$ cat config.mk
export PLATFORM = sky130hd
export DESIGN_NAME = space_to_tab_packer
export DESIGN_NICKNAME = d
export VERILOG_FILES = /design/src/rtl/stp_pkg.sv /design/src/rtl/stp_front.sv /design/src/rtl/stp_queue.sv /design/src/rtl/stp_back.sv /design/src/rtl/space_to_tab_packer.sv
export SDC_FILE = /design/constraint.sdc
export NUM_CORES = 1
export LEC_CHECK = 0
export ABC_AREA = 1
export BUFFER_PORTS_ARGS = -buffer_cell sky130_fd_sc_hd__buf_4
export CORE_MARGIN = 5
export CORE_UTILIZATION = 25
export DETAILED_ROUTE_END_ITERATION = 8
export GPL_ROUTABILITY_DRIVEN = 0
export SETUP_SLACK_MARGIN = 0.5
export SYNTH_ARGS = -nofsm -noshare
export SYNTH_HDL_FRONTEND = slang
export SYNTH_SLANG_ARGS = --single-unit
$ cat constraint.sdc
create_clock -name clock -period 2.85 [get_ports clock]
set_clock_uncertainty 0.2 [all_clocks]
set_input_delay 0.57 -clock clock [delete_from_list [all_inputs] [get_ports clock]]
set_output_delay 0.57 -clock clock [all_outputs]
set_load 0.1 [all_outputs]
$ cat src/rtl/stp_pkg.sv
// Shared types and constants for the space-to-tab packer.
// Used by every module in rtl/; depends on nothing.
package stp_pkg;

   localparam int unsigned LINE_LENGTH_DEF = 82;
   localparam int unsigned TAB_WIDTH_DEF   = 4;
   localparam int unsigned LAST_STOP_DEF   = 79;

   localparam int unsigned BYTE_W      = 8;
   localparam int unsigned RPT_W       = 7;
   // column compares run at this width so column + 1 and the stop never wrap
   localparam int unsigned CMP_W       = 8;
   localparam int unsigned QUEUE_DEPTH = 2;
   localparam int unsigned QPTR_W      = $clog2(QUEUE_DEPTH);
   localparam int unsigned QCNT_W      = $clog2(QUEUE_DEPTH + 1);

   localparam logic [BYTE_W-1:0] CH_NUL   = 8'h00;
   localparam logic [BYTE_W-1:0] CH_TAB   = 8'h09;
   localparam logic [BYTE_W-1:0] CH_CR    = 8'h0d;
   localparam logic [BYTE_W-1:0] CH_SPACE = 8'h20;
   localparam logic [BYTE_W-1:0] CH_QUOTE = 8'h22;
   localparam logic [BYTE_W-1:0] CH_APOS  = 8'h27;

   // one queued operation: a tab run, a space run, then one byte
   typedef struct packed {
      logic [RPT_W-1:0]  tabs;
      logic [RPT_W-1:0]  spaces;
      logic [BYTE_W-1:0] ch;
      logic              last;
   } op_type;

endpackage

$ cat src/rtl/stp_front.sv
// Front end: accepts input beats, tracks column, quote and pending runs,
// and pushes one operation per emitting byte. Depends on stp_pkg.
module stp_front #(
   parameter int unsigned LINE_LENGTH = stp_pkg::LINE_LENGTH_DEF,
   parameter int unsigned TAB_WIDTH   = stp_pkg::TAB_WIDTH_DEF,
   parameter int unsigned LAST_STOP   = stp_pkg::LAST_STOP_DEF
) (
   input  logic                        clock,
   input  logic                        reset,
   input  logic                        req_valid,
   output logic                        req_stall,
   input  logic [stp_pkg::BYTE_W-1:0]  req_in_byte,
   input  logic                        req_end_of_line,
   input  logic                        q_full,
   output logic                        q_push,
   output stp_pkg::op_type             q_op
);

   localparam int unsigned COL_W = $clog2(LINE_LENGTH);
   localparam int unsigned MOD_W = $clog2(TAB_WIDTH);

   localparam logic [1:0] PH_NONE  = 2'd0;
   localparam logic [1:0] PH_APOS  = 2'd1;
   localparam logic [1:0] PH_SPACE = 2'd2;

   logic [COL_W-1:0]          column_ff, column_in;
   logic [MOD_W-1:0]          col_mod_ff, col_mod_in;
   logic                      in_quote_ff, in_quote_in;
   logic [stp_pkg::RPT_W-1:0] tabs_ff, tabs_in;
   logic [stp_pkg::RPT_W-1:0] spaces_ff, spaces_in;
   logic [1:0]                phase_ff, phase_in;

   logic                      accept;
   logic                      is_eol;
   logic                      ignore;
   logic [stp_pkg::CMP_W-1:0] col_next;
   logic                      stop_hit;

   assign req_stall = q_full;
   assign accept    = req_valid && !q_full;
   assign is_eol    = req_end_of_line || (req_in_byte == stp_pkg::CH_NUL);
   assign ignore    = stp_pkg::CMP_W'(column_ff) >= stp_pkg::CMP_W'(LINE_LENGTH - 1);
   assign col_next  = stp_pkg::CMP_W'(column_ff) + stp_pkg::CMP_W'(1);

   // a run never crosses a stop without converting, so the run reaches its
   // stop exactly when the next column is a stop
   assign stop_hit = (col_next <= stp_pkg::CMP_W'(LAST_STOP)) &&
                     ((col_mod_ff == MOD_W'(TAB_WIDTH - 1)) ||
                      (col_next == stp_pkg::CMP_W'(LAST_STOP)));

   always_comb begin
      column_in   = column_ff;
      col_mod_in  = col_mod_ff;
      in_quote_in = in_quote_ff;
      tabs_in     = tabs_ff;
      spaces_in   = spaces_ff;
      phase_in    = phase_ff;
      q_push      = 1'b0;
      q_op.tabs   = tabs_ff;
      q_op.spaces = spaces_ff;
      q_op.ch     = req_in_byte;
      q_op.last   = 1'b0;

      if (accept) begin
         if (is_eol) begin
            q_push      = 1'b1;
            q_op.tabs   = '0;
            q_op.spaces = '0;
            q_op.ch     = stp_pkg::CH_CR;
            q_op.last   = 1'b1;
            column_in   = '0;
            col_mod_in  = '0;
            in_quote_in = 1'b0;
            tabs_in     = '0;
            spaces_in   = '0;
            phase_in    = PH_NONE;
         end else if (!ignore) begin
            column_in  = column_ff + COL_W'(1);
            col_mod_in = (col_mod_ff == MOD_W'(TAB_WIDTH - 1)) ? '0
                                                               : col_mod_ff + MOD_W'(1);
            if (req_in_byte == stp_pkg::CH_SPACE) begin
               phase_in = (phase_ff == PH_APOS) ? PH_SPACE : PH_NONE;
               if (!in_quote_ff && stop_hit) begin
                  tabs_in   = tabs_ff + stp_pkg::RPT_W'(1);
                  spaces_in = '0;
               end else begin
                  spaces_in = spaces_ff + stp_pkg::RPT_W'(1);
               end
            end else begin
               q_push    = 1'b1;
               tabs_in   = '0;
               spaces_in = '0;
               if (req_in_byte == stp_pkg::CH_APOS && phase_ff == PH_SPACE) begin
                  // quote-space-quote: one literal space, pending tab discarded
                  q_op.tabs   = '0;
                  q_op.spaces = stp_pkg::RPT_W'(1);
                  phase_in    = PH_NONE;
               end else begin
                  if (req_in_byte == stp_pkg::CH_QUOTE) begin
                     in_quote_in = !in_quote_ff;
                  end
                  phase_in = (req_in_byte == stp_pkg::CH_APOS) ? PH_APOS : PH_NONE;
               end
            end
         end
      end
   end

   always_ff @(posedge clock) begin
      if (reset) begin
         column_ff   <= '0;
         col_mod_ff  <= '0;
         in_quote_ff <= 1'b0;
         tabs_ff     <= '0;
         spaces_ff   <= '0;
         phase_ff    <= PH_NONE;
      end else begin
         column_ff   <= column_in;
         col_mod_ff  <= col_mod_in;
         in_quote_ff <= in_quote_in;
         tabs_ff     <= tabs_in;
         spaces_ff   <= spaces_in;
         phase_ff    <= phase_in;
      end
   end

endmodule

$ cat src/rtl/stp_queue.sv
// Short operation queue between front and back ends.
// Depends on stp_pkg for the operation type and depth.
module stp_queue (
   input  logic            clock,
   input  logic            reset,
   input  logic            push,
   input  stp_pkg::op_type push_op,
   output logic            full,
   output logic            head_valid,
   output stp_pkg::op_type head_op,
   input  logic            pop
);

   stp_pkg::op_type              mem_ff [stp_pkg::QUEUE_DEPTH];
   logic [stp_pkg::QPTR_W-1:0]   wr_ptr_ff, wr_ptr_in;
   logic [stp_pkg::QPTR_W-1:0]   rd_ptr_ff, rd_ptr_in;
   logic [stp_pkg::QCNT_W-1:0]   count_ff, count_in;

   assign full       = count_ff == stp_pkg::QCNT_W'(stp_pkg::QUEUE_DEPTH);
   assign head_valid = count_ff != '0;
   assign head_op    = mem_ff[rd_ptr_ff];

   always_comb begin
      wr_ptr_in = wr_ptr_ff;
      rd_ptr_in = rd_ptr_ff;
      count_in  = count_ff;
      if (push) begin
         wr_ptr_in = (wr_ptr_ff == stp_pkg::QPTR_W'(stp_pkg::QUEUE_DEPTH - 1)) ? '0
                   : wr_ptr_ff + stp_pkg::QPTR_W'(1);
      end
      if (pop) begin
         rd_ptr_in = (rd_ptr_ff == stp_pkg::QPTR_W'(stp_pkg::QUEUE_DEPTH - 1)) ? '0
                   : rd_ptr_ff + stp_pkg::QPTR_W'(1);
      end
      if (push && !pop) begin
         count_in = count_ff + stp_pkg::QCNT_W'(1);
      end else if (pop && !push) begin
         count_in = count_ff - stp_pkg::QCNT_W'(1);
      end
   end

   always_ff @(posedge clock) begin
      if (push) begin
         mem_ff[wr_ptr_ff] <= push_op;
      end
   end

   always_ff @(posedge clock) begin
      if (reset) begin
         wr_ptr_ff <= '0;
         rd_ptr_ff <= '0;
         count_ff  <= '0;
      end else begin
         wr_ptr_ff <= wr_ptr_in;
         rd_ptr_ff <= rd_ptr_in;
         count_ff  <= count_in;
      end
   end

endmodule

$ cat src/rtl/stp_back.sv
// Back end: expands each queued operation into tab, space and byte beats
// and holds them in the output register. Depends on stp_pkg.
module stp_back (
   input  logic                        clock,
   input  logic                        reset,
   input  logic                        q_valid,
   input  stp_pkg::op_type             q_op,
   output logic                        q_pop,
   output logic                        rsp_valid,
   input  logic                        rsp_stall,
   output logic [stp_pkg::BYTE_W-1:0]  rsp_out_byte,
   output logic [stp_pkg::RPT_W-1:0]   rsp_repeat_res,
   output logic                        rsp_last
);

   stp_pkg::op_type            cur_ff, cur_in;
   logic                       cur_v_ff, cur_v_in;
   logic                       out_v_ff, out_v_in;
   logic [stp_pkg::BYTE_W-1:0] out_byte_ff, out_byte_in;
   logic [stp_pkg::RPT_W-1:0]  out_rpt_ff, out_rpt_in;
   logic                       out_last_ff, out_last_in;

   logic advance;
   logic cur_done;

   assign advance  = cur_v_ff && (!out_v_ff || !rsp_stall);
   assign cur_done = advance && (cur_ff.tabs == '0) && (cur_ff.spaces == '0);
   assign q_pop    = q_valid && (!cur_v_ff || cur_done);

   // tab run first, then space run, then the byte itself
   always_comb begin
      if (cur_ff.tabs != '0) begin
         out_byte_in = stp_pkg::CH_TAB;
         out_rpt_in  = cur_ff.tabs;
         out_last_in = 1'b0;
      end else if (cur_ff.spaces != '0) begin
         out_byte_in = stp_pkg::CH_SPACE;
         out_rpt_in  = cur_ff.spaces;
         out_last_in = 1'b0;
      end else begin
         out_byte_in = cur_ff.ch;
         out_rpt_in  = stp_pkg::RPT_W'(1);
         out_last_in = cur_ff.last;
      end
   end

   always_comb begin
      cur_in = cur_ff;
      if (q_pop) begin
         cur_in = q_op;
      end else if (advance) begin
         if (cur_ff.tabs != '0) begin
            cur_in.tabs = '0;
         end else begin
            cur_in.spaces = '0;
         end
      end
      cur_v_in = q_pop ? 1'b1 : (cur_done ? 1'b0 : cur_v_ff);
      out_v_in = advance ? 1'b1 : (rsp_stall ? out_v_ff : 1'b0);
   end

   always_ff @(posedge clock) begin
      cur_ff <= cur_in;
      if (advance) begin
         out_byte_ff <= out_byte_in;
         out_rpt_ff  <= out_rpt_in;
         out_last_ff <= out_last_in;
      end
   end

   always_ff @(posedge clock) begin
      if (reset) begin
         cur_v_ff <= 1'b0;
         out_v_ff <= 1'b0;
      end else begin
         cur_v_ff <= cur_v_in;
         out_v_ff <= out_v_in;
      end
   end

   assign rsp_valid      = out_v_ff;
   assign rsp_out_byte   = out_byte_ff;
   assign rsp_repeat_res = out_rpt_ff;
   assign rsp_last       = out_last_ff;

endmodule

$ cat src/rtl/space_to_tab_packer.sv
// Space-to-tab packer top level. An accepted input beat reaches its first
// result beat via the queue, current-op and output registers. Throughput:
// one input beat per cycle while the queue is not full; the 2-entry queue
// absorbs an item whose tab, space and byte beats hold the output stage.
// Synchronous reset clears column, quote mode, pending runs and the queue.
module space_to_tab_packer #(
   parameter int unsigned LINE_LENGTH = stp_pkg::LINE_LENGTH_DEF,
   parameter int unsigned TAB_WIDTH   = stp_pkg::TAB_WIDTH_DEF,
   parameter int unsigned LAST_STOP   = stp_pkg::LAST_STOP_DEF
) (
   input  logic                        clock,
   input  logic                        reset,
   input  logic                        req_valid,
   output logic                        req_stall,
   input  logic [stp_pkg::BYTE_W-1:0]  req_in_byte,
   input  logic                        req_end_of_line,
   output logic                        rsp_valid,
   input  logic                        rsp_stall,
   output logic [stp_pkg::BYTE_W-1:0]  rsp_out_byte,
   output logic [stp_pkg::RPT_W-1:0]   rsp_repeat_res,
   output logic                        rsp_last
);

   logic            q_push;
   stp_pkg::op_type q_push_op;
   logic            q_full;
   logic            q_head_valid;
   stp_pkg::op_type q_head_op;
   logic            q_pop;

   stp_front #(
      .LINE_LENGTH (LINE_LENGTH),
      .TAB_WIDTH   (TAB_WIDTH),
      .LAST_STOP   (LAST_STOP)
   ) u_front (
      .clock           (clock),
      .reset           (reset),
      .req_valid       (req_valid),
      .req_stall       (req_stall),
      .req_in_byte     (req_in_byte),
      .req_end_of_line (req_end_of_line),
      .q_full          (q_full),
      .q_push          (q_push),
      .q_op            (q_push_op)
   );

   stp_queue u_queue (
      .clock      (clock),
      .reset      (reset),
      .push       (q_push),
      .push_op    (q_push_op),
      .full       (q_full),
      .head_valid (q_head_valid),
      .head_op    (q_head_op),
      .pop        (q_pop)
   );

   stp_back u_back (
      .clock          (clock),
      .reset          (reset),
      .q_valid        (q_head_valid),
      .q_op           (q_head_op),
      .q_pop          (q_pop),
      .rsp_valid      (rsp_valid),
      .rsp_stall      (rsp_stall),
      .rsp_out_byte   (rsp_out_byte),
      .rsp_repeat_res (rsp_repeat_res),
      .rsp_last       (rsp_last)
   );

   a_no_overflow : assert property (@(posedge clock) disable iff (reset)
      !(q_push && q_full))
      else $error("operation pushed into a full queue");

   a_last_is_cr : assert property (@(posedge clock) disable iff (reset)
      rsp_valid && rsp_last |-> rsp_out_byte == stp_pkg::CH_CR)
      else $error("last set on a beat other than CR");

   a_repeat_nonzero : assert property (@(posedge clock) disable iff (reset)
      rsp_valid |-> rsp_repeat_res != '0)
      else $error("result beat with zero repeat count");

   a_pop_needs_data : assert property (@(posedge clock) disable iff (reset)
      q_pop |-> q_head_valid)
      else $error("pop from an empty queue");

endmodule
======== Word-level counts from Yosys, hierarchy flattened ========
Memories as Yosys holds them, arrays and structs flattened. A register that Yosys moved wholly into a read port is not among the register bits.
Cells that the tools add are included.
cells by class
  equal/unequal tests ..................... 14
  reduce and logical (&&, ||, !) cells .... 38
  $lt $le $gt $ge ......................... 2
  $add $sub $neg .......................... 9
  mux-type cells .......................... 53
operator list
  cell                 count
  $mux 7               14
  $mux 14              6
  $eq 8x6->1 const B   3
  $mux 23              1
  $add 7x1->7 const B  3
  $mux 1               20
  $mux 2               10
  $logic_not 7->1      2
  $reduce_bool 7->1    2
  $reduce_bool 2->1    6
  $logic_and 1x1->1    10
  $ne 2x1->1 const B   5
  $mux 9               1
  $add 7x1->8 const B  1
  $eq 8x7->1 const B   1
  $le 8x7->1 const B   1
  $logic_not 8->1      1
  $ge 7x7->1 const B   1
  $logic_not 1->1      7
  $eq 2x2->1 const B   3
  $mux 6               1
  $reduce_and 2->1     3
  $reduce_and 5->1     1
  $add 2x1->2 const B  2
  7 further kinds      11
storage, ports and cells
  memory bits (writable) .................. 46
  input bits .............................. 13
  logic and storage cells ................. 136
  output and inout bits ................... 18
  bits in registers ....................... 71
  memories ................................ 1
memories
  memory          words  bits a word  read ports  clocked after Yosys merged registers in  write ports  RTL line         source
  u_queue.mem_ff  2      23           1           1                                        1            stp_queue.sv:14  stp_pkg::op_type mem_ff [stp_pkg::QUEUE_DEPTH];

======== Logic depth before layout (Yosys ltp) ========
  depth in word-level cells ............... 10
  gate-level depth with buffers ........... 15
  depth with buffers taken out ............ 14

======== Cells and area by module ========
Synthesis repeated with hierarchy kept, for this count alone.
unflattened totals
  cells, all modules ...................... 503
  area, all modules ....................... 5327.6 um^2
by module, submodules not included
  module     times used  sequential area each (um^2)  cells each  area each (um^2)
  stp_queue  1           1481.4                       104         1889.3
  stp_front  1           520.5                        272         1811.7
  stp_back   1           1211.2                       127         1626.6

======== Worst setup path before layout ========
Ideal clock, no wire load.
  path kind ............................... input to register
  from .................................... in req_in_byte[7] in the netlist's numbering
  to ...................................... mem u_queue.mem_ff[1][0] in the netlist's numbering, enable pin
  arrival ................................. 2363 ps
  data required time ...................... 2246 ps
  stages on the path ...................... 9
  buffers on the path ..................... 0
  slack ................................... -117 ps
  setup time .............................. 404 ps
  cells stage by stage .................... nor2_1 > nand3_1 > nor2_1 > nor2_2 > nand2_1 > nand2_1 > nor2_2 > inv_1 > nor2_1
between the ends
  word-level cells in the longest chain between the ends .. 7
  elaborated cells between the ends (all ways) .. 9
  classes of those cells .................. 1 x eq/ne; 6 x mux; 2 x reduce/logical
RTL lines
  what                            RTL line                   source
  start, declared                 space_to_tab_packer.sv:15  input logic [stp_pkg::BYTE_W-1:0] req_in_byte,
  $eq 8x6->1                      stp_front.sv:81            if (req_in_byte == stp_pkg::CH_SPACE) begin
  $mux 1                          stp_front.sv:81
  $mux 1                          stp_front.sv:77            end else if (!ignore) begin
  $mux 1 *                        stp_front.sv:65            if (is_eol) begin
  $mux 1 *                        stp_front.sv:64            if (accept) begin
  via q_push                      space_to_tab_packer.sv:24  logic q_push;
  $mux 1 *                        stp_queue.sv:43            if (push) begin
  $mux 1 (implied by the code) *  stp_queue.sv:44            mem_ff[wr_ptr_ff] <= push_op;
  end, declared                   stp_queue.sv:14
Mark *: on every way through the listed nets, which the timed path passes. The rest lies on a longest branch.

======== Worst setup path in the final report ========
  from .................................... reg u_back.cur_ff[17] in the netlist's numbering
  to ...................................... reg u_back.cur_ff[19] in the netlist's numbering, enable pin
between the ends
  word-level cells in the longest chain between the ends .. 7
  elaborated cells between the ends (all ways) .. 9
  classes of those cells .................. 9 x reduce/logical
RTL lines
  what                            RTL line        source
  start, declared                 stp_back.sv:16  stp_pkg::op_type cur_ff, cur_in;
  start signal, assigned          stp_back.sv:63  cur_ff <= cur_in;
  $logic_not 7->1                 stp_back.sv:27  assign cur_done = advance && (cur_ff.tabs == '0) && (cur_ff.spaces == '0);
  $logic_and 1x1->1 (2 in a row)  stp_back.sv:27
  $logic_or 1x1->1                stp_back.sv:28  assign q_pop = q_valid && (!cur_v_ff || cur_done);
  $logic_and 1x1->1               stp_back.sv:28
  $reduce_bool 2->1 (no line)     -
  $reduce_and 2->1 (no line) *    -
Every way passes the cells marked *; elsewhere a longest branch is shown, timed or not.
A chain may end at the register's enable or synchronous reset.

==> impl_metrics.csv <==
group,metric,value,unit
drt,drt_iter0_markers,189,
global_route,antenna_found_initial,0,
floorplanning,die_w,152.9,µm
global_route,overflow,0,
synthesis,synth_edf_count,85,
cts,root_buffer,"clkbuf_16",
power_and_ir_drop,p_leak,2.546,nW
synthesis,synth_nets,540,
sta,setup_viol,0,
synthesis,ys_warn_count,0,
sta,period_share,0.8074,
drt,via_per_inst,4.053,
sta,slew_headroom,0.3602,
synthesis,yosysTopAreaCellShare,0.4999,
setup_path,cp.required,2.68,ns
floorplanning,num_rows,52,
setup_path,rrSetupSlack,0.55,ns
place,post-place-ws,0.2737,ns
global_route,grt_first_pass_wirelength,16370,µm
min_path,hold_path_depth,2,
global_route,grt_use_total,0.08754,
synthesis,ys_top_cells_by_count,"nand2_1, edfxtp_1, nor2_1, inv_1, dfxtp_1",
cts,postCtsHoldBufs,0,
drt,num_vias,3486,
sta,max_freq,434.6,MHz
cts,cts_tree,"yes",
drt,wirelength,9800,µm
setup_path,crit_type,"flip-flop to flip-flop",
sta,worst-slew-pin-transition,0.9497,ns
global_route,grt_pass1_vias,3357,
cts,clkTransAtPathRegs,0.06,ns
drt,drc,0,
place,post-dp-hpwl,6383,µm
setup_path,start_kind,"flip-flop",
drt,wire_per_inst,11.40,µm
synthesis,synth.most_common_cell,"nand2_1",
drt,antenna_left,0,
synthesis,async_reset_ff_frac,0,
setup_path,reg2reg_from,"u_back.cur_ff[17]",
sta,final-max-slew-violation-count,0,
min_path,hold_path_class,"input port to flip-flop",
setup_path,critical_path.endpoint_type,"flip-flop",
layout,n_antenna_cell,0,
floorplanning,chipHeight,152.9,µm
setup_path,worstReg2RegEnd,"u_back.cur_ff[19]",
sta,tns,0,ns
setup_path,cp.arrival,2.13,ns
sta,setup_ws,0.5490,ns
sta,hold_violations,0,
synthesis,syn_inst,520,
floorplanning,io_pins,31,
setup_path,crit_path_max_incr_delay,0.44,ns
cts,clockBufferDepth,2,
synthesis,yosysSeqAreaShare,0.6293,
synthesis,yosysUniqueCellTypes,32,
setup_path,cp_cell_sequence,"nor4_4 -> nand2_2 -> inv_2 -> nand3_1 -> nand2_2 -> nand2_4 -> o21ai_0",
layout,layout.nets,597,
outcome,status,"finished, final reports clean",
floorplanning,initial_utilization,0.2532,
synthesis,ys_seq_elements,118,
floorplanning,coreArea,20170,µm²
sta,finalCriticalPeriod,2.301,ns
setup_path,r2r_cells,7,
sta,rsz0062_at_grt,"true",
synthesis,syn_area_per_cell,9.820,µm²
synthesis,syn_area,5106,µm²
cts,cts_buffers,17,
setup_path,startpoint,"u_back.cur_ff[17]",
drt,drt-pass1-iter-count,4,
floorplanning,die_area,23380,µm²
cts,cts_sinks,118,
run,cap_violations,0,
setup_path,critPathSlowestCell,"edfxtp_1",
setup_path,crit_cells,7,
synthesis,synth-main-ff-cell,"edfxtp_1",
layout,area_growth_syn_to_layout,26.56,%
power_and_ir_drop,vdd_ir_drop_max,0.0004245,V
setup_path,crit_end,"u_back.cur_ff[19]",
cts,htreeDepth,4,
setup_path,crit_path_max_fanout,7,
synthesis,synth.area.top_cells,"edfxtp_1, dfxtp_1, nand2_1",
setup_path,path_common_cell,"nand2_2",
power_and_ir_drop,powerDensity,1026,nW/µm²
synthesis,yosys.area.top_type,"edfxtp_1",
place,port_buffers,30,
layout,drive_gt1_frac,0.2136,
setup_path,cp_num_buf_inv,1,
cts,clk_latency,0.41,ns
setup_path,crit_family,"simple AND/OR/NAND/NOR gates",
global_route,grt_max_degree,25,
[state kept, by name, summed over array words and instances (netlist names), named ones only]
name and cells:
u_queue.mem_ff 46, u_back.cur_ff 23, u_front.in_quote_ff 1, u_back.cur_v_ff 1, u_back.rsp_out_byte 8, u_queue.rd_ptr_ff 1, u_queue.wr_ptr_ff 1, u_back.rsp_last 1
u_queue.count_ff 2, u_front.spaces_ff 7, u_front.col_mod_ff 2, u_back.rsp_valid 1, u_front.phase_ff 2, u_back.rsp_repeat_res 7, u_front.column_ff 7, u_front.tabs_ff 7
[worst reg2reg max path: stages (launching register included)]
cell and delay, ns:
edfxtp_1 0.44, nor4_4 0.33, nand2_2 0.13, inv_2 0.11
nand3_1 0.10, nand2_2 0.13, nand2_4 0.11, o21ai_0 0.38
[kinds of logic after synthesis]
kind of cell,share of synthesized area
AND/OR/NAND/NOR,0.2129
AO/OA/AOI/OAI,0.06861
flip-flops,0.6293
adder cells (fa/ha/maj),0.01715
XOR/XNOR,0.01029
buffers and inverters,0.06175
[placed cells by master (no fill, tap or decap), types with 7 or more instances in the layout]
master and n:
nand3_1 20, clkbuf_16 19, nand2_2 7, nor2_2 8
nor3_1 7, dfxtp_1 30, buf_4 45, o21ai_0 9
nor2_1 64, edfxtp_1 85, nand2_1 125, a21oi_1 31
inv_1 60
[area by class of cell]
type | instances | area [µm²]
fillers | 2051 | 13710
well taps | 270 | 337.8
repair buffers | 49 | 427.9
clock inverters | 15 | 168.9
clock buffers | 17 | 425.4
multi-input cells | 324 | 1629
flip-flops and latches | 118 | 3219
inverters | 67 | 254.0
[report_power, final]
group,switching (mW),internal [mW],total (mW)
Sequential,0.168,2.44,2.60
Combinational,1.39,0.501,1.89
Clock,0.828,1.31,2.14
Total,2.39,4.25,6.63
[how the worst min path moves through the flow]
stage | end | slack (ns) | from
5_1_grt | u_front.col_mod_ff[1] | 0.26 | reset
3_3_place_gp | u_front.col_mod_ff[1] | 0.26 | u_front.col_mod_ff[1]
2_1_floorplan | u_front.col_mod_ff[1] | 0.25 | u_front.col_mod_ff[1]
4_1_cts | u_front.column_ff[1] | 0.25 | reset
3_5_place_dp | u_front.col_mod_ff[1] | 0.26 | u_front.col_mod_ff[1]
6_report | u_front.column_ff[1] | 0.26 | reset
[through the flow]
stage	power, mW	util	area [µm²]	std cells	hold WS (ns)
after floorplan	3.972	-	5115	520	0.2481
after global placement	4.387	0.2818	5684	815	0.2615
after detailed placement	4.405	0.2818	5684	815	0.2606
after CTS	6.574	0.3120	6292	848	0.2483
after global routing	6.998	0.3204	6462	860	0.2588
final	6.633	0.3204	6462	860	0.2620
[routing by layer]
| metal | global-route usage | share of wire |
|---|---|---|
| met3 | 0.03675 | 0.041 |
| met1 | 0.1074 | 0.45 |
| met5 | 0 | 0 |
| met2 | 0.1361 | 0.49 |
| met4 | 0.03649 | 0.014 |
[timing repair]
| action | CTS | global route |
|---|---|---|
| gates cloned | 0 | 2 |
| setup endpoints to repair | 15 | 73 |
| buffers inserted | 1 | 10 |
| resized for setup | 2 | 13 |
| pin swaps | 1 | 5 |
(Power assumes the default switching activity.)
